### src/rtl/svlp_pkg.sv
// Shared constants, types and saturation helpers for the state-variable low-pass filter.
`default_nettype none

package svlp_pkg;

  // Default widths of the sample and coefficient formats.
  localparam int SAMPLE_WIDTH_DEF = 24;
  localparam int COEF_WIDTH_DEF   = 32;

  // Filter state and intermediates are signed Q17.23.
  localparam int STATE_W = 40;
  localparam int HALF_W  = STATE_W / 2;

  // Register port geometry.
  localparam int ADDR_W = 5;
  localparam int DATA_W = 32;

  // Register indexes (word address).
  localparam logic [2:0] REG_MODE = 3'd0;
  localparam logic [2:0] REG_KF   = 3'd1;
  localparam logic [2:0] REG_KQ   = 3'd2;
  localparam logic [2:0] REG_A1   = 3'd3;
  localparam logic [2:0] REG_A2   = 3'd4;
  localparam logic [2:0] REG_A3   = 3'd5;

  // Filter algorithm selected by the mode register.
  localparam logic MODE_CHAMBERLIN = 1'b0;
  localparam logic MODE_TRAPEZOID  = 1'b1;

  // Sequencer step counter and the last step of each algorithm.
  localparam int          STEP_W       = 4;
  localparam logic [3:0]  LAST_STEP_CH = 4'd11;
  localparam logic [3:0]  LAST_STEP_TR = 4'd8;

  // Datapath update operations.
  typedef enum logic [3:0] {
    OP_NONE     = 4'd0,
    OP_LOW_ADD  = 4'd1,
    OP_HIGH_X   = 4'd2,
    OP_HIGH_Q   = 4'd3,
    OP_BAND_ADD = 4'd4,
    OP_V3       = 4'd5,
    OP_V1_LD    = 4'd6,
    OP_V1_ADD   = 4'd7,
    OP_V2_LD    = 4'd8,
    OP_V2_ADD   = 4'd9,
    OP_INTEG    = 4'd10
  } alu_op_t;

  // Multiplier coefficient operand.
  typedef enum logic [2:0] {
    CS_KF = 3'd0,
    CS_KQ = 3'd1,
    CS_A1 = 3'd2,
    CS_A2 = 3'd3,
    CS_A3 = 3'd4
  } coef_sel_t;

  // Multiplier value operand.
  typedef enum logic [1:0] {
    VS_BAND = 2'd0,
    VS_TMP  = 2'd1,
    VS_INT1 = 2'd2
  } val_sel_t;

  // Command word from the controller to the datapath.
  typedef struct packed {
    alu_op_t   op;
    coef_sel_t csel;
    val_sel_t  vsel;
    logic      x_load;
    logic      out_load;
  } svlp_cmd_t;

  // Sign-extend a state value by two bits for overflow-safe arithmetic.
  function automatic logic [STATE_W+1:0] ext_st(input logic [STATE_W-1:0] a);
    ext_st = {{2{a[STATE_W-1]}}, a};
  endfunction

  // Saturate a 42-bit signed value to the signed 40-bit state range.
  function automatic logic [STATE_W-1:0] sat_st(input logic [STATE_W+1:0] v);
    logic [2:0] top;
    top = v[STATE_W+1:STATE_W-1];
    if ((top == 3'b000) || (top == 3'b111)) begin
      sat_st = v[STATE_W-1:0];
    end else if (v[STATE_W+1]) begin
      sat_st = {1'b1, {(STATE_W-1){1'b0}}};
    end else begin
      sat_st = {1'b0, {(STATE_W-1){1'b1}}};
    end
  endfunction

endpackage

`default_nettype wire

### src/rtl/svlp_regs.sv
// Configuration register file with the bus write and read decode.
`default_nettype none

module svlp_regs #(
  parameter int COEF_WIDTH = svlp_pkg::COEF_WIDTH_DEF
) (
  input  wire logic                        clk,
  input  wire logic                        rst,
  input  wire logic                        psel,
  input  wire logic                        penable,
  input  wire logic                        pwrite,
  input  wire logic [svlp_pkg::ADDR_W-1:0] paddr,
  input  wire logic [svlp_pkg::DATA_W-1:0] pwdata,
  output logic      [svlp_pkg::DATA_W-1:0] prdata,
  output logic                             mode,
  output logic      [COEF_WIDTH-2:0]       coef_kf,
  output logic      [COEF_WIDTH-2:0]       coef_kq,
  output logic      [COEF_WIDTH-2:0]       coef_a1,
  output logic      [COEF_WIDTH-2:0]       coef_a2,
  output logic      [COEF_WIDTH-2:0]       coef_a3
);
  import svlp_pkg::*;

  localparam int CW = COEF_WIDTH - 1;

  logic       wr_en;
  logic [2:0] reg_idx;

  assign wr_en   = psel & penable & pwrite;
  assign reg_idx = paddr[ADDR_W-1:2];

  // Register writes; unused data bits are dropped.
  always_ff @(posedge clk) begin
    if (rst) begin
      mode    <= MODE_CHAMBERLIN;
      coef_kf <= '0;
      coef_kq <= '0;
      coef_a1 <= '0;
      coef_a2 <= '0;
      coef_a3 <= '0;
    end else if (wr_en) begin
      case (reg_idx)
        REG_MODE: mode    <= pwdata[0];
        REG_KF:   coef_kf <= pwdata[CW-1:0];
        REG_KQ:   coef_kq <= pwdata[CW-1:0];
        REG_A1:   coef_a1 <= pwdata[CW-1:0];
        REG_A2:   coef_a2 <= pwdata[CW-1:0];
        REG_A3:   coef_a3 <= pwdata[CW-1:0];
        default: ;
      endcase
    end
  end

  // Read mux, zero-extended to the bus width.
  always_comb begin
    case (reg_idx)
      REG_MODE: prdata = {{(DATA_W-1){1'b0}}, mode};
      REG_KF:   prdata = {{(DATA_W-CW){1'b0}}, coef_kf};
      REG_KQ:   prdata = {{(DATA_W-CW){1'b0}}, coef_kq};
      REG_A1:   prdata = {{(DATA_W-CW){1'b0}}, coef_a1};
      REG_A2:   prdata = {{(DATA_W-CW){1'b0}}, coef_a2};
      REG_A3:   prdata = {{(DATA_W-CW){1'b0}}, coef_a3};
      default:  prdata = '0;
    endcase
  end

endmodule

`default_nettype wire

### config.mk
export PLATFORM = sky130hd
export DESIGN_NAME = svlp_regs
export DESIGN_NICKNAME = d
export VERILOG_FILES = /design/src/rtl/svlp_pkg.sv /design/src/rtl/svlp_regs.sv
export SDC_FILE = /design/constraint.sdc
export NUM_CORES = 1
export LEC_CHECK = 0
export BUFFER_PORTS_ARGS = -buffer_cell sky130_fd_sc_hd__buf_2
export CAP_MARGIN = 20
export CORE_UTILIZATION = 46
export DETAILED_ROUTE_END_ITERATION = 8
export PLACE_DENSITY = 0.76
export RECOVER_POWER = 100
export SLEW_MARGIN = 20
export SYNTH_ARGS = -nofsm -noshare
export SYNTH_HDL_FRONTEND = slang
export SYNTH_SLANG_ARGS = --single-unit
### constraint.sdc
create_clock -name clk -period 1.72 [get_ports clk]
set_input_delay 0.43 -clock clk [delete_from_list [all_inputs] [get_ports clk]]
set_output_delay 0.43 -clock clk [all_outputs]
set_load 0.01 [all_outputs]
==> results.py <==
metrics = {
    "timing": {
        "tightest_slew_ns": 0.695,
        "max_freq_mhz": 511,
        "final_hold_viol_count": 0,
        "fin_ws_ns": -0.238,
        "slew_headroom_pct": 53.7,
        "finalSetupViolations": 31,
        "drv_slew": 0,
        "grt_setup_unrepaired": "true",
        "min_period_ns": 1.96,
        "fin_skew_ns": 0,
        "fin_crit_sh_pct": 114,
    },
    "pwr": {
        "cellPowerDensity_nw_per_um2": 836,
        "ir_drop_uv": 601,
        "leakage_nw": 4.96,
    },
    "worst_setup_path": {
        "critPathCaptureType": "output port",
        "critical_path_class": "in -> out",
        "startpoint_type": "input port",
        "reg2reg_slack_ns": 1.02,
        "r2r_cells": 3,
        "cp_top_family": "buffers and inverters",
        "r2r-start": "coef_kq[0]",
        "worstPathRequired_ns": 1.29,
        "worst-path-stages": 6,
        "path_cells": "buf_8 -> nor2b_4 -> and2_4 -> clkbuf_16 -> a221o_1 -> buf_2",
        "r2r_end": "coef_kq[0]",
        "critPathMaxStageDelay_ns": 0.33,
        "critPathBufInv": 3,
        "critical_path.max_fanout": 8,
        "crit_slowest_cell": "a221o_1",
        "crit_arrival_ns": 1.53,
    },
    "final_layout": {
        "final_layout_size_suffix_gt1_share_pct": 33.8,
        "fin_nets": 943,
        "register_area_sq_um": 3130,
        "fin_area_sq_um": 9470,
        "mostFrequentLayoutCells": "buf_2, mux2i_1, nand2b_1",
        "multiInputGateArea_sq_um": 3790,
        "area_delta_synth_final_pct": 32.1,
        "fin_util_pct": 62.3,
        "insertedDiodeCount": 0,
        "layout_commonest_cell": "buf_2",
        "fillCellCount": 1283,
    },
    "place": {
        "pre_cts_slack_ns": -0.343,
        "placed_area_sq_um": 8780,
        "post-dp-hpwl_um": 12900,
        "gp_congestion": 0.746,
        "io_buffer_count": 225,
    },
    "drt": {
        "drc": 0,
        "wire_per_inst_um": 17.8,
        "first_iter_violations": 300,
        "postRouteAntennaNets": 0,
        "drtPass1Iterations": 4,
        "via_per_inst": 5.29,
        "dr_total_vias": 5819,
        "wl_um": 19600,
    },
    "min_path": {
        "hold_depth": 3,
        "whs_endpoint": "coef_kf[17]",
        "hold_path.class": "in -> reg",
        "holdCritStartpoint": "pwdata[17]",
    },
    "clock_tree": {
        "cts_tree": "yes",
        "clk_pin_slew_ns": 0.06,
        "cts_sinks": 156,
        "cts_root_buf": "clkbuf_16",
        "clkLatencyLatePin_ns": 0.41,
        "cts_made_buffers": 17,
        "h-tree-depth": 4,
        "clock_path_buffers": 2,
    },
    "grt": {
        "grt_pass1_vias": 5612,
        "grt_max_degree": 66,
        "grt_pass1_wl_um": 30700,
        "antenna_found_initial": 0,
        "overflow": 0,
        "grt_usage_pct": 24.6,
    },
    "floorplanning": {
        "fp.dieH_um": 127,
        "core-area_sq_um": 15200,
        "pin_count": 230,
        "rows": 45,
        "dieArea_sq_um": 16100,
        "start_util_pct": 47.1,
        "chipWidth_um": 127,
    },
    "yosys": {
        "synth_nets": 709,
        "synth_edf_count": 0,
        "synth.avg_cell_area_sq_um": 10.7,
        "synth.ff_latch_count": 156,
        "synth_area_leaders": "dfxtp_1, mux2i_1, nand2b_1",
        "ys.warnings.count": 0,
        "synth_top_area_share_pct": 43.6,
        "ys_seq_area_share_pct": 43.6,
        "synth-main-ff-cell": "dfxtp_1",
        "syn-cell-area_sq_um": 7170,
        "synth_top_cell_by_area": "dfxtp_1",
        "synth.distinct_cells": 25,
        "synthCells": 667,
        "synth-async-reset-ratio_pct": 0,
    },
    "run": {
        "max-cap-violations": 0,
    },
    "status": {
        "violations": "setup timing",
        "outcome": "complete, but fails checks",
    },
}
## worst max-delay path by stage
stage                  start    endpoint  slack, ns
global route        paddr[3]  prdata[12]      -0.25
global placement    paddr[2]   prdata[0]      -0.34
CTS                 paddr[3]   prdata[0]      -0.21
detailed placement  paddr[2]  prdata[22]      -0.34
floorplan           paddr[3]   prdata[3]       0.01
finish              paddr[3]   prdata[6]      -0.24
## final cells by class
cell class	count	share of cell area [%]
timing repair buffer	268	18.3
clock inverter	11	1.27
clock buffer	20	4.82
multi-input combinational	457	40.1
tap	188	2.49
inverter	1	0.0397
sequential	156	33.0
## registers in the layout (all words and copies together) (netlist names)
register / cells
coef_a3: 31
coef_kf: 31
coef_a2: 31
coef_kq: 31
coef_a1: 31
mode: 1
## power breakdown
| part | leakage, nW | internal [mW] | switching [mW] |
|---|---|---|---|
| combinational | 3.42 | 0.276 | 0.287 |
| sequential | 1.26 | 3.64 | 0.0222 |
| clock | 0.278 | 2.20 | 1.49 |
## per-layer routing
| layer | part of all wire, % | vias up | track usage, % |
|---|---|---|---|
| met5 | 0 | - | 0 |
| met4 | 1.7 | 0 | 8.96 |
| met3 | 4.5 | 21 | 4.47 |
| met2 | 49 | 151 | 41.4 |
| met1 | 45 | 2830 | 31.6 |
| li1 | - | 2817 | - |
## logic make-up after synthesis
group | count (synthesis) | share of synthesized area [%]
flops | 156 | 43.6
other cells | 1 | 0.0523
compound gates | 62 | 8.07
simple gates | 206 | 18.1
mux | 188 | 26.3
buf+inv | 54 | 3.89
## cell usage after synthesis, types with 2 or more instances
cell type	count
mux2i_1	188
nand2b_1	188
o2bb2ai_1	29
nand2_2	2
nand2_1	4
and2_1	4
buf_4	8
buf_2	19
buf_6	3
clkbuf_1	23
dfxtp_1	156
a221o_1	30
## through the flow
stage / power (mW) / instances / setup TNS, ns / hold WS, ns
after detailed placement: 4.26 / 1063 / -18.94 / 0.478
after global placement: 4.26 / 1063 / -16.30 / 0.471
after floorplan: 4.05 / 667 / 0 / 0.500
after global routing: 8.18 / 1101 / -6.75 / 0.375
after CTS: 7.97 / 1098 / -5.61 / 0.356
final: 7.91 / 1101 / -5.89 / 0.370
## tightest hold or removal path, delay by kind of cell
kind | cells | cell delay, ns
mux | 1 | 0.13
simple gates | 1 | 0.11
buf+inv | 1 | 0.08
## repair_timing
item / in CTS / in global routing
hold buffers: 0 / 0
setup endpoints to repair: 31 / 31
cloned: 3 / 1
resized for setup: 25 / 2
setup buffers: 3 / 2
pin swaps: 11 / 21
No activity file was read; power rests on OpenSTA's default activity.
