$ cat config.mk
export PLATFORM = sky130hd
export DESIGN_NAME = svlp_dp
export DESIGN_NICKNAME = d
export VERILOG_FILES = /design/src/rtl/svlp_pkg.sv /design/src/rtl/svlp_cmul.sv /design/src/rtl/svlp_dp.sv
export SDC_FILE = /design/constraint.sdc
export NUM_CORES = 2
export LEC_CHECK = 0
export ABC_CLOCK_PERIOD_IN_PS = 17530
export BUFFER_PORTS_ARGS = -buffer_cell sky130_fd_sc_hd__buf_2
export CAP_MARGIN = 20
export CORE_MARGIN = 1.5
export CORE_UTILIZATION = 45
export DETAILED_ROUTE_END_ITERATION = 7
export PLACE_DENSITY = 0.69
export REMOVE_ABC_BUFFERS = 1
export SLEW_MARGIN = 20
export SYNTH_ARGS = -nofsm -noshare
export SYNTH_HDL_FRONTEND = slang
export SYNTH_SLANG_ARGS = --single-unit
$ cat constraint.sdc
create_clock -name clk -period 17.53 [get_ports clk]
set_input_delay 0.8765 -clock clk [delete_from_list [all_inputs] [get_ports clk]]
set_output_delay 0.8765 -clock clk [all_outputs]
set_load 0.005 [all_outputs]
$ cat src/rtl/svlp_pkg.sv
// Shared constants, types and saturation helpers for the state-variable low-pass filter.
`default_nettype none

package svlp_pkg;

  // Default widths of the sample and coefficient formats.
  localparam int SAMPLE_WIDTH_DEF = 24;
  localparam int COEF_WIDTH_DEF   = 32;

  // Filter state and intermediates are signed Q17.23.
  localparam int STATE_W = 40;
  localparam int HALF_W  = STATE_W / 2;

  // Register port geometry.
  localparam int ADDR_W = 5;
  localparam int DATA_W = 32;

  // Register indexes (word address).
  localparam logic [2:0] REG_MODE = 3'd0;
  localparam logic [2:0] REG_KF   = 3'd1;
  localparam logic [2:0] REG_KQ   = 3'd2;
  localparam logic [2:0] REG_A1   = 3'd3;
  localparam logic [2:0] REG_A2   = 3'd4;
  localparam logic [2:0] REG_A3   = 3'd5;

  // Filter algorithm selected by the mode register.
  localparam logic MODE_CHAMBERLIN = 1'b0;
  localparam logic MODE_TRAPEZOID  = 1'b1;

  // Sequencer step counter and the last step of each algorithm.
  localparam int          STEP_W       = 4;
  localparam logic [3:0]  LAST_STEP_CH = 4'd11;
  localparam logic [3:0]  LAST_STEP_TR = 4'd8;

  // Datapath update operations.
  typedef enum logic [3:0] {
    OP_NONE     = 4'd0,
    OP_LOW_ADD  = 4'd1,
    OP_HIGH_X   = 4'd2,
    OP_HIGH_Q   = 4'd3,
    OP_BAND_ADD = 4'd4,
    OP_V3       = 4'd5,
    OP_V1_LD    = 4'd6,
    OP_V1_ADD   = 4'd7,
    OP_V2_LD    = 4'd8,
    OP_V2_ADD   = 4'd9,
    OP_INTEG    = 4'd10
  } alu_op_t;

  // Multiplier coefficient operand.
  typedef enum logic [2:0] {
    CS_KF = 3'd0,
    CS_KQ = 3'd1,
    CS_A1 = 3'd2,
    CS_A2 = 3'd3,
    CS_A3 = 3'd4
  } coef_sel_t;

  // Multiplier value operand.
  typedef enum logic [1:0] {
    VS_BAND = 2'd0,
    VS_TMP  = 2'd1,
    VS_INT1 = 2'd2
  } val_sel_t;

  // Command word from the controller to the datapath.
  typedef struct packed {
    alu_op_t   op;
    coef_sel_t csel;
    val_sel_t  vsel;
    logic      x_load;
    logic      out_load;
  } svlp_cmd_t;

  // Sign-extend a state value by two bits for overflow-safe arithmetic.
  function automatic logic [STATE_W+1:0] ext_st(input logic [STATE_W-1:0] a);
    ext_st = {{2{a[STATE_W-1]}}, a};
  endfunction

  // Saturate a 42-bit signed value to the signed 40-bit state range.
  function automatic logic [STATE_W-1:0] sat_st(input logic [STATE_W+1:0] v);
    logic [2:0] top;
    top = v[STATE_W+1:STATE_W-1];
    if ((top == 3'b000) || (top == 3'b111)) begin
      sat_st = v[STATE_W-1:0];
    end else if (v[STATE_W+1]) begin
      sat_st = {1'b1, {(STATE_W-1){1'b0}}};
    end else begin
      sat_st = {1'b0, {(STATE_W-1){1'b1}}};
    end
  endfunction

endpackage

`default_nettype wire

$ cat src/rtl/svlp_cmul.sv
// Four-stage pipelined coefficient multiplier with symmetric rounding and saturation.
`default_nettype none

module svlp_cmul #(
  parameter int COEF_WIDTH = svlp_pkg::COEF_WIDTH_DEF
) (
  input  wire logic                         clk,
  input  wire logic [COEF_WIDTH-2:0]        coef,
  input  wire logic [svlp_pkg::STATE_W-1:0] val,
  output logic      [svlp_pkg::STATE_W-1:0] prod
);
  import svlp_pkg::*;

  localparam int CW   = COEF_WIDTH - 1;
  localparam int FRAC = COEF_WIDTH - 2;
  localparam int PPW  = CW + HALF_W;
  localparam int PW   = STATE_W + CW;

  logic [CW-1:0]      c_r;
  logic [STATE_W-1:0] m_r;
  logic               neg_r;
  logic [PPW-1:0]     pp_lo;
  logic [PPW-1:0]     pp_hi;
  logic               neg_p;
  logic [PW-1:0]      sum;
  logic [STATE_W-1:0] mag;
  logic               neg_m;

  // Half of one least significant bit of the result, for rounding.
  localparam logic [PW-1:0] RND = PW'(1) << (FRAC - 1);

  assign sum = {pp_hi, {HALF_W{1'b0}}} + PW'(pp_lo) + RND;

  always_ff @(posedge clk) begin
    // Stage 0: operands, value as sign and magnitude.
    c_r   <= coef;
    neg_r <= val[STATE_W-1];
    m_r   <= val[STATE_W-1] ? (~val + STATE_W'(1)) : val;
    // Stage 1: two partial products over the halves of the magnitude.
    pp_lo <= c_r * m_r[HALF_W-1:0];
    pp_hi <= c_r * m_r[STATE_W-1:HALF_W];
    neg_p <= neg_r;
    // Stage 2: combine, round half up on the magnitude, drop the fraction.
    mag   <= sum[FRAC +: STATE_W];
    neg_m <= neg_p;
    // Stage 3: restore the sign and saturate.
    if (neg_m) begin
      if (mag[STATE_W-1] && (|mag[STATE_W-2:0])) begin
        prod <= {1'b1, {(STATE_W-1){1'b0}}};
      end else begin
        prod <= ~mag + STATE_W'(1);
      end
    end else if (mag[STATE_W-1]) begin
      prod <= {1'b0, {(STATE_W-1){1'b1}}};
    end else begin
      prod <= mag;
    end
  end

endmodule

`default_nettype wire

$ cat src/rtl/svlp_dp.sv
// Filter datapath: state registers, saturating adders and the shared multiplier.
`default_nettype none

module svlp_dp #(
  parameter int SAMPLE_WIDTH = svlp_pkg::SAMPLE_WIDTH_DEF,
  parameter int COEF_WIDTH   = svlp_pkg::COEF_WIDTH_DEF
) (
  input  wire logic                    clk,
  input  wire logic                    rst,
  input  wire svlp_pkg::svlp_cmd_t     cmd,
  input  wire logic                    mode,
  input  wire logic [COEF_WIDTH-2:0]   coef_kf,
  input  wire logic [COEF_WIDTH-2:0]   coef_kq,
  input  wire logic [COEF_WIDTH-2:0]   coef_a1,
  input  wire logic [COEF_WIDTH-2:0]   coef_a2,
  input  wire logic [COEF_WIDTH-2:0]   coef_a3,
  input  wire logic [SAMPLE_WIDTH-1:0] sample_in,
  output logic      [SAMPLE_WIDTH-1:0] lowpass_out
);
  import svlp_pkg::*;

  localparam int SW = SAMPLE_WIDTH;

  logic [STATE_W-1:0]    low_state;
  logic [STATE_W-1:0]    band_state;
  logic [STATE_W-1:0]    integ_one;
  logic [STATE_W-1:0]    integ_two;
  logic [STATE_W-1:0]    x;
  logic [STATE_W-1:0]    tmp;
  logic [STATE_W-1:0]    acc1;
  logic [STATE_W-1:0]    acc2;
  logic [STATE_W-1:0]    prod;
  logic [COEF_WIDTH-2:0] mul_coef;
  logic [STATE_W-1:0]    mul_val;
  logic [STATE_W-1:0]    y;
  logic [STATE_W-SW:0]   y_top;
  logic [SW-1:0]         y_sat;

  // Multiplier operand selection.
  always_comb begin
    case (cmd.csel)
      CS_KF:   mul_coef = coef_kf;
      CS_KQ:   mul_coef = coef_kq;
      CS_A1:   mul_coef = coef_a1;
      CS_A2:   mul_coef = coef_a2;
      CS_A3:   mul_coef = coef_a3;
      default: mul_coef = coef_kf;
    endcase
    case (cmd.vsel)
      VS_BAND: mul_val = band_state;
      VS_TMP:  mul_val = tmp;
      VS_INT1: mul_val = integ_one;
      default: mul_val = band_state;
    endcase
  end

  svlp_cmul #(
    .COEF_WIDTH(COEF_WIDTH)
  ) u_cmul (
    .clk (clk),
    .coef(mul_coef),
    .val (mul_val),
    .prod(prod)
  );

  // Filter state, cleared by reset.
  always_ff @(posedge clk) begin
    if (rst) begin
      low_state  <= '0;
      band_state <= '0;
      integ_one  <= '0;
      integ_two  <= '0;
    end else begin
      case (cmd.op)
        OP_LOW_ADD:  low_state  <= sat_st(ext_st(low_state) + ext_st(prod));
        OP_BAND_ADD: band_state <= sat_st(ext_st(band_state) + ext_st(prod));
        OP_INTEG: begin
          integ_one <= sat_st({acc1[STATE_W-1], acc1, 1'b0} - ext_st(integ_one));
          integ_two <= sat_st({acc2[STATE_W-1], acc2, 1'b0} - ext_st(integ_two));
        end
        default: ;
      endcase
    end
  end

  // Working registers for the sample and the intermediates of one transaction.
  always_ff @(posedge clk) begin
    if (cmd.x_load) begin
      x <= {{(STATE_W-SW){sample_in[SW-1]}}, sample_in};
    end
    case (cmd.op)
      OP_HIGH_X: tmp  <= sat_st(ext_st(x) - ext_st(low_state));
      OP_HIGH_Q: tmp  <= sat_st(ext_st(tmp) - ext_st(prod));
      OP_V3:     tmp  <= sat_st(ext_st(x) - ext_st(integ_two));
      OP_V1_LD:  acc1 <= prod;
      OP_V1_ADD: acc1 <= sat_st(ext_st(acc1) + ext_st(prod));
      OP_V2_LD:  acc2 <= sat_st(ext_st(integ_two) + ext_st(prod));
      OP_V2_ADD: acc2 <= sat_st(ext_st(acc2) + ext_st(prod));
      default: ;
    endcase
  end

  // Output: the selected low-pass value saturated to the sample range.
  assign y     = (mode == MODE_TRAPEZOID) ? acc2 : low_state;
  assign y_top = y[STATE_W-1:SW-1];

  always_comb begin
    if ((&y_top) || (~|y_top)) begin
      y_sat = y[SW-1:0];
    end else if (y[STATE_W-1]) begin
      y_sat = {1'b1, {(SW-1){1'b0}}};
    end else begin
      y_sat = {1'b0, {(SW-1){1'b1}}};
    end
  end

  always_ff @(posedge clk) begin
    if (cmd.out_load) begin
      lowpass_out <= y_sat;
    end
  end

endmodule

`default_nettype wire

==> results.json <==
{
  "via_per_inst": 5.87,
  "fin_cells": 12569,
  "skew_ps": 47.0,
  "synth_cells": 10131,
  "min_period_ps": 8300,
  "grt_max_degree": 84,
  "syn_area_per_cell_um2": 8.41,
  "io_buffers": 216,
  "core_um2": 188000,
  "reg2regPathDepth": 27,
  "ys_seq_area_frac": 0.152,
  "fill_cells": 17974,
  "worst_setup_path_end_kind": "register",
  "detail-route-antenna-nets": 0,
  "cts_tree": "built",
  "grt_pass1_vias": 73910,
  "first_pass_iters": 8,
  "required_ps": 18100,
  "vias": 73788,
  "ys_async_sr_fraction": 0,
  "gr-total-overflow": 0,
  "cts.sinks": 563,
  "clk_latency_ps": 690,
  "layout_common_cells": "inv_1 (1,441), nand2_1 (1,126), fa_1 (1,044)",
  "violations": "design-rule violations",
  "setup_tns_ps": 0,
  "postRouteWirelength_um": 280000,
  "cp-start-kind": "register",
  "whs_ps": 327,
  "cts_buffers": 72,
  "antenna_found_initial": 6,
  "hold_buffers": 0,
  "route.detailed.drc": 26,
  "synth-edff-count": 168,
  "hold-path-endpoint": "u_cmul.neg_m",
  "hold_depth": 0,
  "wl_per_cell_um": 22.3,
  "tightest_slew_ps": 1240,
  "cp_max_fo": 40,
  "grtUsageTotal": 0.290,
  "fp.dieH_um": 438,
  "dpl.hpwl_um": 213000,
  "clkTransAtPathRegs_ps": 80,
  "cts-root-buf": "clkbuf_16",
  "syn2layout_area_growth_pct": 6.84,
  "cts_resized": 0,
  "die-area_um2": 192000,
  "hold_viol": 0,
  "hp-class": "register to register",
  "grt_pass1_wl_um": 433000,
  "drive_gt1_frac": 0.0562,
  "htreeDepth": 3,
  "drt_iter0_drc": 6390,
  "dp_cells": 12434,
  "hp-start": "u_cmul.neg_p",
  "synth_ff_type": "dfxtp_1",
  "critPathKind": "register to register",
  "syn-cell-area_um2": 85200,
  "postCtsSetupBuffers": 0,
  "max_cap_viol_count": 0,
  "ys_types": 91,
  "rrSetupSlack_ps": 9230,
  "period_share": 0.474,
  "final_common_cell": "inv_1",
  "slew_violations": 0,
  "rr_endpoint": "u_cmul.pp_hi[49]",
  "row_count": 159,
  "fmax_mhz": 120,
  "slew_headroom": 0.170,
  "r2r_start": "u_cmul.c_r[9]",
  "yosys_warnings": 0,
  "crit_arrival_ps": 8870,
  "die_w_um": 438,
  "ys_ff_latch": 563,
  "fin_nets": 12029,
  "post-place-ws_ps": 9270,
  "setup_viol": 0,
  "clk_path_buf_depth": 3,
  "rsz0062_at_grt": "no",
  "start_util": 0.453,
  "status": "complete, but fails checks",
  "gp_congestion": 0.982,
  "setup_ws_ps": 9230,
  "ios": 217
}
-- layer usage --
layer | wire [um] | GRT usage
met2 | 128000 | 0.471
met4 | 17800 | 0.154
met3 | 22300 | 0.0481
met5 | 9 | 0
met1 | 113000 | 0.370
-- cell type report --
cell class	instances	area [um2]	share of cell area
inverters	1442	5410	0.0595
clock inverters	34	367	0.00403
repair buffers	344	2040	0.0225
diodes	2	5.00	0.0000550
multi-input cells	7590	65000	0.714
flip-flops and latches	563	13000	0.142
well taps	2495	3120	0.0343
clock buffers	99	2130	0.0234
-- cells in the mapped netlist, types with 35 or more instances --
master        n  area [um2]
a221o_1      44         440
xnor2_1     333        2920
o21a_1       64         480
xor2_1      171        1500
ha_1        779        9750
nand2_1    1127        4230
o21bai_1     73         548
a22oi_1      76         571
o211ai_1     35         263
nor2_1      369        1390
a211oi_1    107         803
and2_1      621        3880
o21ai_0     506        2530
a21oi_1     703        3520
dfxtp_1     395        7910
nand4_1      69         432
nor3_1       78         390
a21o_1      288        2160
a221oi_1    120        1050
nand2b_1     69         432
and3_1       81         507
nand3_1     152         761
nor2b_1      82         513
inv_1      1441        5410
fa_1       1044       20900
clkbuf_1    506        1900
a31oi_1      81         507
o2111ai_1    51         447
edfxtp_1    168        5040
-- critical path, stage by stage, from the launching register on --
cell      delay [ps]
dfxtp_1          330
buf_4            510
and2_1           240
fa_1             450
fa_1             530
inv_1             60
fa_1             470
inv_1             50
fa_1             490
inv_1             60
fa_1             530
inv_1             50
fa_1             480
inv_1             50
fa_1             470
inv_1             40
ha_1             340
a21oi_1          260
o21ai_0          200
a211o_1          310
o221ai_1          90
o22ai_1          270
a21o_1           250
o41ai_1          550
o21ai_0          410
a21boi_0         420
nor2_1            90
a211oi_1         160
-- flip-flops by register name, indices dropped and copies added (netlist names), 40 cells and up --
signal        count
u_cmul.mag       40
tmp              40
integ_one        40
u_cmul.pp_hi     50
u_cmul.m_r       40
integ_two        40
u_cmul.prod      40
band_state       40
acc1             40
low_state        40
acc2             40
-- worst max-delay path by stage --
stage               slack, ps  cells after the start          endpoint            from
floorplan               10160                     24  u_cmul.pp_hi[49]  u_cmul.c_r[18]
global placement         9430                     27  u_cmul.pp_hi[49]   u_cmul.c_r[9]
detailed placement       9270                     23  u_cmul.pp_hi[49]  u_cmul.m_r[37]
CTS                      9250                     23  u_cmul.pp_hi[49]  u_cmul.m_r[37]
global route             8790                     27  u_cmul.pp_hi[49]   u_cmul.c_r[9]
finish                   9230                     27  u_cmul.pp_hi[49]   u_cmul.c_r[9]
-- kinds of logic (layout without fill, tap and decap cells) --
logic type      after synthesis  after routing  synth area share
other cells                   0              2                 0
simple gates               2801           2801             0.160
compound gates             2412           2412             0.183
mux                          32             32           0.00385
buf+inv                    1978           1919            0.0875
xor+xnor                    505            505            0.0520
fa+ha+maj                  1840           1840             0.362
flops                       563            563             0.152
-- per-stage QoR --
stage	cell area, um2	util
2_1_floorplan	83200	-
3_3_place_gp	88500	0.471
3_5_place_dp	88500	0.471
4_1_cts	91000	0.484
5_1_grt	91000	0.484
6_report	91000	0.484
Power is not shown: default switching activity piles up to over one toggle a cycle in this logic, so the estimate is an artifact.
