==> config.mk <==
export PLATFORM = sky130hd
export DESIGN_NAME = svlp_ctrl
export DESIGN_NICKNAME = d
export VERILOG_FILES = /design/src/rtl/svlp_pkg.sv /design/src/rtl/svlp_ctrl.sv
export SDC_FILE = /design/constraint.sdc
export NUM_CORES = 1
export LEC_CHECK = 0
export ABC_AREA = 1
export BUFFER_PORTS_ARGS = -buffer_cell sky130_fd_sc_hd__buf_2
export CAP_MARGIN = 10
export CORE_MARGIN = 1
export CORE_UTILIZATION = 40
export DETAILED_ROUTE_END_ITERATION = 16
export PLACE_DENSITY = 0.62
export SKIP_LAST_GASP = 1
export SYNTH_ARGS = -nofsm -noshare
export SYNTH_HDL_FRONTEND = slang
export SYNTH_SLANG_ARGS = --single-unit
==> constraint.sdc <==
create_clock -name clk -period 1.4 [get_ports clk]
set_input_delay 0.28 -clock clk [delete_from_list [all_inputs] [get_ports clk]]
set_output_delay 0.28 -clock clk [all_outputs]
set_load 0.03 [all_outputs]
==> src/rtl/svlp_pkg.sv <==
// Shared constants, types and saturation helpers for the state-variable low-pass filter.
`default_nettype none

package svlp_pkg;

  // Default widths of the sample and coefficient formats.
  localparam int SAMPLE_WIDTH_DEF = 24;
  localparam int COEF_WIDTH_DEF   = 32;

  // Filter state and intermediates are signed Q17.23.
  localparam int STATE_W = 40;
  localparam int HALF_W  = STATE_W / 2;

  // Register port geometry.
  localparam int ADDR_W = 5;
  localparam int DATA_W = 32;

  // Register indexes (word address).
  localparam logic [2:0] REG_MODE = 3'd0;
  localparam logic [2:0] REG_KF   = 3'd1;
  localparam logic [2:0] REG_KQ   = 3'd2;
  localparam logic [2:0] REG_A1   = 3'd3;
  localparam logic [2:0] REG_A2   = 3'd4;
  localparam logic [2:0] REG_A3   = 3'd5;

  // Filter algorithm selected by the mode register.
  localparam logic MODE_CHAMBERLIN = 1'b0;
  localparam logic MODE_TRAPEZOID  = 1'b1;

  // Sequencer step counter and the last step of each algorithm.
  localparam int          STEP_W       = 4;
  localparam logic [3:0]  LAST_STEP_CH = 4'd11;
  localparam logic [3:0]  LAST_STEP_TR = 4'd8;

  // Datapath update operations.
  typedef enum logic [3:0] {
    OP_NONE     = 4'd0,
    OP_LOW_ADD  = 4'd1,
    OP_HIGH_X   = 4'd2,
    OP_HIGH_Q   = 4'd3,
    OP_BAND_ADD = 4'd4,
    OP_V3       = 4'd5,
    OP_V1_LD    = 4'd6,
    OP_V1_ADD   = 4'd7,
    OP_V2_LD    = 4'd8,
    OP_V2_ADD   = 4'd9,
    OP_INTEG    = 4'd10
  } alu_op_t;

  // Multiplier coefficient operand.
  typedef enum logic [2:0] {
    CS_KF = 3'd0,
    CS_KQ = 3'd1,
    CS_A1 = 3'd2,
    CS_A2 = 3'd3,
    CS_A3 = 3'd4
  } coef_sel_t;

  // Multiplier value operand.
  typedef enum logic [1:0] {
    VS_BAND = 2'd0,
    VS_TMP  = 2'd1,
    VS_INT1 = 2'd2
  } val_sel_t;

  // Command word from the controller to the datapath.
  typedef struct packed {
    alu_op_t   op;
    coef_sel_t csel;
    val_sel_t  vsel;
    logic      x_load;
    logic      out_load;
  } svlp_cmd_t;

  // Sign-extend a state value by two bits for overflow-safe arithmetic.
  function automatic logic [STATE_W+1:0] ext_st(input logic [STATE_W-1:0] a);
    ext_st = {{2{a[STATE_W-1]}}, a};
  endfunction

  // Saturate a 42-bit signed value to the signed 40-bit state range.
  function automatic logic [STATE_W-1:0] sat_st(input logic [STATE_W+1:0] v);
    logic [2:0] top;
    top = v[STATE_W+1:STATE_W-1];
    if ((top == 3'b000) || (top == 3'b111)) begin
      sat_st = v[STATE_W-1:0];
    end else if (v[STATE_W+1]) begin
      sat_st = {1'b1, {(STATE_W-1){1'b0}}};
    end else begin
      sat_st = {1'b0, {(STATE_W-1){1'b1}}};
    end
  endfunction

endpackage

`default_nettype wire

==> src/rtl/svlp_ctrl.sv <==
// Sequencer that steps the datapath through one filter update per transaction.
`default_nettype none

module svlp_ctrl (
  input  wire logic            clk,
  input  wire logic            rst,
  input  wire logic            in_valid,
  output logic                 in_stall,
  output logic                 out_valid,
  input  wire logic            out_stall,
  input  wire logic            mode,
  output svlp_pkg::svlp_cmd_t  cmd
);
  import svlp_pkg::*;

  typedef enum logic [2:0] {
    S_IDLE = 3'b001,
    S_RUN  = 3'b010,
    S_HOLD = 3'b100
  } state_t;

  state_t            state;
  state_t            state_next;
  logic [STEP_W-1:0] step;
  logic [STEP_W-1:0] last_step;
  logic              out_free;

  assign in_stall  = (state != S_IDLE);
  assign last_step = (mode == MODE_TRAPEZOID) ? LAST_STEP_TR : LAST_STEP_CH;
  assign out_free  = !out_valid || !out_stall;

  // Next state.
  always_comb begin
    state_next = state;
    case (state)
      S_IDLE: if (in_valid)            state_next = S_RUN;
      S_RUN:  if (step == last_step)   state_next = S_HOLD;
      S_HOLD: if (out_free)            state_next = S_IDLE;
      default:                         state_next = S_IDLE;
    endcase
  end

  // Command decode: multiplier issue and update schedule per step.
  always_comb begin
    cmd          = '0;
    cmd.op       = OP_NONE;
    cmd.csel     = CS_KF;
    cmd.vsel     = VS_BAND;
    cmd.x_load   = (state == S_IDLE) && in_valid;
    cmd.out_load = (state == S_HOLD) && out_free;
    if (state == S_RUN) begin
      if (mode == MODE_CHAMBERLIN) begin
        case (step)
          4'd0: begin cmd.csel = CS_KF; cmd.vsel = VS_BAND; end
          4'd2: begin cmd.csel = CS_KQ; cmd.vsel = VS_BAND; end
          4'd4: cmd.op = OP_LOW_ADD;
          4'd5: cmd.op = OP_HIGH_X;
          4'd6: cmd.op = OP_HIGH_Q;
          4'd7: begin cmd.csel = CS_KF; cmd.vsel = VS_TMP; end
          4'd11: cmd.op = OP_BAND_ADD;
          default: ;
        endcase
      end else begin
        case (step)
          4'd0: begin cmd.op = OP_V3; cmd.csel = CS_A1; cmd.vsel = VS_INT1; end
          4'd1: begin cmd.csel = CS_A2; cmd.vsel = VS_TMP; end
          4'd2: begin cmd.csel = CS_A2; cmd.vsel = VS_INT1; end
          4'd3: begin cmd.csel = CS_A3; cmd.vsel = VS_TMP; end
          4'd4: cmd.op = OP_V1_LD;
          4'd5: cmd.op = OP_V1_ADD;
          4'd6: cmd.op = OP_V2_LD;
          4'd7: cmd.op = OP_V2_ADD;
          4'd8: cmd.op = OP_INTEG;
          default: ;
        endcase
      end
    end
  end

  // State, step counter and output valid.
  always_ff @(posedge clk) begin
    if (rst) begin
      state     <= S_IDLE;
      step      <= '0;
      out_valid <= 1'b0;
    end else begin
      state <= state_next;
      if (state == S_RUN) begin
        step <= step + STEP_W'(1);
      end else begin
        step <= '0;
      end
      if (cmd.out_load) begin
        out_valid <= 1'b1;
      end else if (!out_stall) begin
        out_valid <= 1'b0;
      end
    end
  end

endmodule

`default_nettype wire

==> metrics.md, run 1 <==
| Metric | Value |
|---|---|
| Storage cell area | approximately 180 µm² |
| Routed wire length | between 2 and 2.5 mm |
| Fillers | 90 |
| H-Tree Depth | 1 |
| Post-synth top cells | nand2_1 (23), inv_1 (14), nand3_1 (11), dfxtp_1 (8), nor2_1 (8) |
| Iteration-0 DRC Markers | 8 |
| Largest area contributor in the netlist | dfxtp_1 |
| Clock Latency Late Sink | 260 ps |
| Comb power frac | between 30% and 40% |
| Final hold vios | 0 |
| Worst Path Max Fanout | 4 |
| Nets | 146 |
| CP arrival | ~1400 ps |
| Global-route wire length before repair | ~3.0 mm |
| Core ar. | between 0.001 and 0.0015 mm² |
| Seq pwr share | around two fifths |
| Worst-path clk slew | about 50 ps |
| CP top delay family | flip-flops |
| Hold Path Class | input pin to flip-flop |
| Leak pwr | between 0.5 and 0.6 nW |
| Total congestion overflow | 0 |
| Peak Freq | around 600 MHz |
| Area growth syn-to-layout | 83.6% |
| Count leader, synth | nand2_1 |
| Antenna violations before repair | 0 |
| Worst slew margin | 85.6% |
| Switching Power | between 0.2 and 0.25 mW |
| Drt drc | 0 |
| Final setup fails | 11 |
| Hold_buf cts | 0 |
| Max-Cap Viols | 0 |
| Crit path cell chain | ha_4 > buf_4 > o21ai_2 > nand2_1 > nand2_1 > inv_1 > buf_6 |
| Syn_nets | approximately 110 |
| RSZ-0062 raised after global routing | yes |
| Largest stage delay on the critical path | 370 ps |
| Vias in the first global route | 692 |
| Top cell type's share of synthesized area | 25.3% |
| DIE WIDTH | approximately 42 µm |
| Design area | approximately 0.0012 mm² |
| CTS root buffer | clkbuf_4 |
| Routed wire length per instance | approximately 13 µm |
| Number of iterations in the first detailed-routing pass | 4 |
| Multi-input gate area | approximately 580 µm² |
| Critical Path Start Type | flip-flop |
| Syn_area_per_cell | ~6.3 µm² |
| Row cnt | 13 |
| CP max-delay cell | dfxtp_4 |
| Detail-routed via count per cell | between 5 and 6 |
| Clock sink count | 8 |
| Pwr/cell area | 525 mW/mm² |
| Status | finished, violations left |
| Period utilization | 119% |
| CTS Buf Count | 3 |
| GR Util All Layers | between 20% and 30% |
| Net Sw Frac | 33.2% |
| Final Critical Period | between 1500 and 2000 ps |
| CTS tree | done |
| Cells after Synth | 100 |
| Post-synth EDFFs | 0 |
| Post-DRT Antenna Nets | 0 |
| Top cell by count, worst path | nand2_1 |
| Clock buffer depth | 2 |
| N_diodes | 0 |
| Total number of vias | 780 |
| Clock power share | a little under 30% |
| Slew Limit Fails | 0 |
| Flops & latches, synth | 8 |
| Yosys Warn Count | 0 |
| DP Worst Slack | -125 ps |
| Final setup margin | -263 ps |
| Crit Path Class | flip-flop to primary output |
| Io pins | 18 |
| Violated checks | setup timing |
| Share of layout cells above drive strength 1 | between 60% and 70% |
| Hold slack | between 200 and 300 ps |
| Netlist area before placement | 633 µm² |
| Post-DP HPWL | between 1 and 1.5 mm |
| Cell internal pwr | between 0.4 and 0.5 mW |
| Main area contributors after synthesis | dfxtp_1 (25%), nand2_1 (14%), nand3_1 (8.7%) |
| Placer Congestion | around 0.83 |
| Post-synth top flop | dfxtp_1 |
| IO buf count | 17 |
| Worst path required time | 1120 ps |
| Die ar. | ~0.0017 mm² |
| Synth unique cells | 19 |
| Largest net degree at the start of global routing | 7 |
| Buf/Inv on CP | 3 |
| Seq/Total Area, Yosys | between 20% and 30% |
| Die H | approximately 42 µm |
| Initial Util | between 40% and 50% |
| Final core utilization | between 80% and 90% |
| Setup Skew | around 3.4 ps |
| Max VDD drop | 0.618 mV |
| Post-synth ARST share | 0% |
| Actual slew at the worst max-slew pin | around 220 ps |
| Area after DPL | ~850 µm² |
| CP endpoint kind | primary output |
[sequential cells by signal, indices dropped and copies added (netlist names)]
name	count
step	4
out_valid	1
state	3
[metal layers]
layer / track usage [%] / vias to the layer above / wire [µm]
li1: - / 399 / -
met1: 28.3 / 353 / 885
met2: 35.3 / 22 / 1010
met3: 3.91 / 6 / 62
met4: 11.6 / 0 / 54
met5: 0 / - / 0
[final timing paths]
kind	startpoint	to	slack, ps	cells past startpoint
setup / recovery	step[0]	cmd[10]	-260	7
setup reg to reg	step[0]	step[2]	310	6
hold / removal	rst	state[1]	250	2
hold reg to reg	out_valid	out_valid	480	2
[cell type report]
cell class,instances,area share (%)
Tap cell,15,1.61
Multi-Input combinational cell,72,50.3
Inverter,20,7.32
Sequential cell,8,15.4
Timing Repair Buffer,32,23.5
Clock buffer,3,1.94
[placed cells by master (no fill, tap or decap), drive strengths merged]
cell type	instances
a21oi	6
a31oi	1
buf	32
clkbuf	3
dfxtp	8
ha	4
inv	20
nand2	25
nand3	11
nand4	3
nor2	13
nor3	1
o21ai	8
[cell families (layout without fill, tap and decap cells)]
kind of cell / after synthesis / count (layout) / synth area share [%]
AO/OA/AOI/OAI: 15 / 15 / 13.2
adder cells (fa/ha/maj): 4 / 4 / 7.91
buffers and inverters: 20 / 55 / 11.9
flip-flops: 8 / 8 / 25.3
AND/OR/NAND/NOR: 53 / 53 / 41.7
[repair_timing]
| item | in CTS | in global routing |
|---|---|---|
| gates resized for setup | 53 | 30 |
| setup buffers | 1 | 3 |
| setup endpoints to repair | 12 | 12 |
| pin swaps | 9 | 15 |
[power groups by stage]
stage                     clock network, mW  registers [mW]  logic, mW
final                                 0.177           0.238      0.195
after global routing                  0.202           0.238      0.209
after CTS                             0.183           0.241      0.157
after detailed placement                  0           0.246      0.135
after global placement                    0           0.246      0.134
after floorplan                           0           0.248     0.0865
[metrics by stage]
stage / std cells / TNS [ps] / total power [mW]
2_1_floorplan: 100 / -66.8 / 0.335
3_3_place_gp: 143 / -307 / 0.380
3_5_place_dp: 143 / -441 / 0.382
4_1_cts: 147 / -1910 / 0.581
5_1_grt: 150 / -2630 / 0.648
6_report: 150 / -1840 / 0.610
(Power assumes the default switching activity.)
==> run 2, diff against run 1 <==
--- a/config.mk
+++ b/config.mk
@@ -12,6 +12,7 @@
 export CORE_UTILIZATION = 40
 export DETAILED_ROUTE_END_ITERATION = 16
 export PLACE_DENSITY = 0.62
+export REMOVE_ABC_BUFFERS = 1
 export SKIP_LAST_GASP = 1
 export SYNTH_ARGS = -nofsm -noshare
 export SYNTH_HDL_FRONTEND = slang
==> run 2 against run 1 <==
The flow still finishes with violations (setup timing). Core utilization decreased by 3.5 points. First-iteration DRC count increased to 2.5 times the previous value. Clock skew increased by 2.1 ps. Via count increased by 4.7%. Final cell count increased by 4.0%. Setup slack got worse by 3.1 ps. Worst hold slack improved by 10 ps. Register-to-register slack got worse by 220 ps. Clock power about the same. Fmax decreased by 0.19%. Count of clock-buffer cells in the layout unchanged. Largest cell class unchanged.
==> metrics.md, run 2 (synthesized netlist as in run 1, its figures left out) <==
| Metric | Value |
|---|---|
| Worst-path clk slew | 60 ps |
| Crit path cell chain | buf_4 > ha_4 > o21ai_2 > a21oi_1 > nand2_1 > inv_1 > buf_6 |
| Design area | between 0.001 and 0.0015 mm² |
| Final setup margin | -266 ps |
| Nets | 152 |
| Largest register FFs | 4 |
| Hold slack | around 260 ps |
| CTS tree | done |
| Total congestion overflow | 0 |
| Power Total | just over 0.6 mW |
| Routed wire length per instance | roughly 13 µm |
| Net Sw Frac | approximately a third |
| Routed wire length | roughly 2 mm |
| Post-DP HPWL | approximately 1.2 mm |
| Number of iterations in the first detailed-routing pass | 4 |
| Io pins | 18 |
| Slew Limit Fails | 0 |
| Violated checks | setup timing |
| Peak Freq | 600 MHz |
| Core ar. | 0.00138 mm² |
| Share of layout cells above drive strength 1 | between 60 and 70% |
| Status | finished, violations left |
| Iteration-0 DRC Markers | 20 |
| Max-Cap Viols | 0 |
| Critical Path Start Type | flip-flop |
| Actual slew at the worst max-slew pin | roughly 230 ps |
| Worst path required time | around 1100 ps |
| H-Tree Depth | 1 |
| Final setup fails | 11 |
| Worst slew margin | 84.5% |
| Clock sink count | 8 |
| Hold_buf cts | 0 |
| Leak pwr | about 0.55 nW |
| Commonest non-fill, non-tap cell in the layout | buf_4 |
| Global-route wire length before repair | 3.15 mm |
| Initial Util | 45.8% |
| Setup Skew | roughly 5.4 ps |
| CTS Buf Count | 3 |
| DP Worst Slack | -117 ps |
| Final Critical Period | 1670 ps |
| Crit Path Class | flip-flop to primary output |
| Total number of vias | slightly above 800 |
| Switching Power | 0.200 mW |
| Row cnt | 13 |
| Die H | ~42 µm |
| Post-Layout Cell Count | approximately 160 |
| Setup TNS Final | -1970 ps |
| RSZ-0062 raised after global routing | yes |
| Drt drc | 0 |
| Area after DPL | around 810 µm² |
| Clock Latency Late Sink | 260 ps |
| CP arrival | about 1400 ps |
| Clock buffer depth | 2 |
| Seq pwr share | about two fifths |
| Hold Path Class | input pin to flip-flop |
| CP endpoint kind | primary output |
| Buf/Inv on CP | 3 |
| Area growth syn-to-layout | 75.9% |
| DIE WIDTH | ~42 µm |
| Max VDD drop | 0.532 mV |
| N_diodes | 0 |
| Post-DRT Antenna Nets | 0 |
| Cell internal pwr | 0.420 mW |
| Worst Path Max Fanout | 5 |
| Final hold vios | 0 |
| Regs by FF count | step (4), state (3), out_valid (1) |
| Most flops, register | step |
| IO buf count | 17 |
| Clock power share | between 20% and 30% |
| CP top delay family | flip-flops |
| Antenna violations before repair | 0 |
| Die ar. | ~0.0017 mm² |
| Final core utilization | 80.5% |
| Vias in the first global route | around 760 |
| Largest net degree at the start of global routing | 7 |
| GR Util All Layers | a little under a quarter |
| Inst Count DP | 142 |
| Most frequent cells in the layout | buf_4 (22), nand2_1 (16), inv_1 (11), buf_6 (11), nand3_1 (10) |
| Fillers | 93 |
| CP max-delay cell | dfxtp_4 |
| CTS root buffer | clkbuf_4 |
| Period utilization | 119% |
| Detail-routed via count per cell | around 5.2 |
| Pwr/cell area | about 560 mW/mm² |
| Comb power frac | between 30% and 40% |
| Placer Congestion | between 0.8 and 0.9 |
| Largest stage delay on the critical path | approximately 360 ps |
==> run 2: power groups by stage <==
stage	Combinational [mW]	Clock (mW)	Sequential (mW)
2_1_floorplan	0.0838	0	0.248
3_3_place_gp	0.133	0	0.246
3_5_place_dp	0.134	0	0.246
4_1_cts	0.175	0.186	0.240
5_1_grt	0.217	0.193	0.240
6_report	0.203	0.178	0.239
==> run 2: metal layers <==
| metal | track usage (%) | routed length, µm | vias to the layer above |
|---|---|---|---|
| met4 | 11.6 | 44 | 0 |
| met1 | 27.7 | 885 | 377 |
| met5 | 0 | 0 | - |
| met2 | 41.6 | 1020 | 26 |
| li1 | - | - | 408 |
| met3 | 3.04 | 61 | 6 |
==> run 2: what timing repair did <==
action | CTS | global route
pin swaps | 11 | 11
buffers inserted | 9 | 3
endpoints found under the setup margin | 12 | 13
gates resized for setup | 46 | 20
==> run 2: cell type report <==
type | instances | area (µm²) | area share, %
multi-input combinational | 72 | 504 | 45.3
timing repair buffer | 38 | 314 | 28.2
sequential | 8 | 176 | 15.8
inverter | 20 | 77.6 | 6.97
clock buffer | 3 | 22.5 | 2.02
tap | 15 | 18.8 | 1.69
==> run 2: path summary, 6_finish.rpt <==
kind | endpoint | startpoint | cells past startpoint | slack (ps)
worst max register to register | out_valid | state[1] | 8 | 90
worst max-delay path | cmd[7] | step[1] | 7 | -270
worst min-delay path | out_valid | rst | 2 | 260
worst min register to register | out_valid | out_valid | 2 | 500
==> run 3, diff against run 2 <==
--- a/config.mk
+++ b/config.mk
@@ -11,7 +11,6 @@
 export CORE_MARGIN = 1
 export CORE_UTILIZATION = 40
 export DETAILED_ROUTE_END_ITERATION = 16
-export PLACE_DENSITY = 0.62
 export REMOVE_ABC_BUFFERS = 1
 export SKIP_LAST_GASP = 1
 export SYNTH_ARGS = -nofsm -noshare
==> run 3 against run 2 <==
The run still ends with setup timing left. Worst hold slack is essentially flat. Core utilization grew 5.7 points. Setup slack lost 52 ps. Design area grew 7.1%. Critical path type unchanged. Largest cell class unchanged.
==> metrics.md, run 3 (synthesized netlist as in run 1, its figures left out) <==
| Metric | Value |
|---|---|
| Worst slew margin | 83.8% |
| Routed wire length | between 2 and 2.5 mm |
| Drt drc | 0 |
| Largest net degree at the start of global routing | 7 |
| Vias in the first global route | 700 |
| Pwr/cell area | around 520 mW/mm² |
| Io pins | 18 |
| Hold Path Class | input pin to flip-flop |
| Clock Latency Late Sink | ~250 ps |
| Final hold vios | 0 |
| Total number of vias | 858 |
| Violated checks | setup timing |
| Detail-routed via count per cell | roughly 5.3 |
| Fillers | 73 |
| H-Tree Depth | 1 |
| Final Critical Period | 1720 ps |
| Total congestion overflow | 0 |
| Power Total | ~0.62 mW |
| Die H | 41.8 µm |
| R2r setup slk | between 100 and 150 ps |
| Most frequent cells in the layout | buf_4 (21), nand2_1 (17), buf_6 (17) |
| Post-DP HPWL | between 1 and 1.5 mm |
| Row cnt | 13 |
| Largest register FFs | 4 |
| Status | finished, violations left |
| Global-route wire length before repair | ~2.9 mm |
| Period utilization | 123% |
| GR Util All Layers | a little over a fifth |
| Placer Congestion | just over 0.8 |
| Antenna violations before repair | 0 |
| Leak pwr | between 0.5 and 0.6 nW |
| Final setup fails | 10 |
| Worst-path clk slew | around 50 ps |
| Worst Path Max Fanout | 5 |
| Setup Skew | 2.74 ps |
| Worst path required time | about 1100 ps |
| Clock sink count | 8 |
| Max-Cap Viols | 0 |
| Die ar. | ~0.0017 mm² |
| Nets | 157 |
| CTS root buffer | clkbuf_4 |
| Iteration-0 DRC Markers | 59 |
| CTS Buf Count | 3 |
| Final core utilization | between 80 and 90% |
| Slew Limit Fails | 0 |
| CP arrival | 1440 ps |
| RSZ-0062 raised after global routing | yes |
| Critical Path Start Type | flip-flop |
| IO buf count | 17 |
| Actual slew at the worst max-slew pin | between 200 and 250 ps |
| CTS tree | done |
| Number of iterations in the first detailed-routing pass | 4 |
| CP endpoint kind | primary output |
| Share of layout cells above drive strength 1 | 64.4% |
| Commonest non-fill, non-tap cell in the layout | buf_4 |
| Final setup margin | -318 ps |
| Peak Freq | 582 MHz |
| Initial Util | between 40% and 50% |
| Clock buffer depth | 2 |
| Routed wire length per instance | approximately 13 µm |
| Post-DRT Antenna Nets | 0 |
| Crit Path Class | flip-flop to primary output |
| Core ar. | roughly 0.0014 mm² |
| DIE WIDTH | between 40 and 50 µm |
| Regs by FF count | step (4), state (3), out_valid (1) |
| Max VDD drop | between 0.4 and 0.5 mV |
| N_diodes | 0 |
| Most flops, register | step |
| Area growth syn-to-layout | 88.3% |
-- run 3: cell count changes in the layout (fill, tap and decap cells not counted), sizes merged --
cell  delta
buf      +5
-- run 3: layout make-up --
class	count	area [µm²]	share of cell area (%)
multi-input combinational	72	519	43.5
timing repair buffer	43	374	31.4
sequential	8	175	14.7
inverter	20	82.6	6.93
clock buffer	3	22.5	1.89
tap	15	18.8	1.57
-- run 3: through the flow --
stage          instances  setup WS, ps  hold WS (ps)  instance area [µm²]  TNS [ps]
2_1_floorplan        100          -297           349                  633      -543
3_3_place_gp         142          -109           478                  812      -685
3_5_place_dp         142          -149           482                  812      -965
4_1_cts              157          -230           258                 1080     -1750
5_1_grt              161          -388           267                 1190     -2690
6_report             161          -318           261                 1190     -2060
-- run 3: repair_timing --
action                                  CTS  global route
endpoints found under the setup margin   12            13
setup buffers                            12             6
hold buffers                              0             0
resized for setup                        50            28
pin swaps                                10            19
-- run 3: path summary, 6_finish.rpt --
kind             start        end  depth (start not counted)
max            step[2]     cmd[8]                          8
min reg2reg  out_valid  out_valid                          2
max reg2reg   state[1]  out_valid                          8
min                rst  out_valid                          2
-- run 3: critical path, cell delays in order, from the launching register on --
cell and delay, ps:
dfxtp_4 390, inv_2 50, nor2_4 170, buf_4 140, o21ai_2 50, a21oi_2 130, nand2_1 70, inv_1 70
buf_6 120
-- run 3: metal layers --
layer	global-route usage (%)	up-vias	wire, µm
met5	0	-	0
met4	7.10	0	17
met3	4.35	4	126
met2	33.4	51	1090
met1	28.4	390	927
li1	-	413	-
-- run 3: power by group --
group          switching [mW]  internal [mW]  leakage [nW]
clock network          0.0760         0.0979        0.0138
registers             0.00689          0.232        0.0679
logic                   0.117         0.0906         0.503
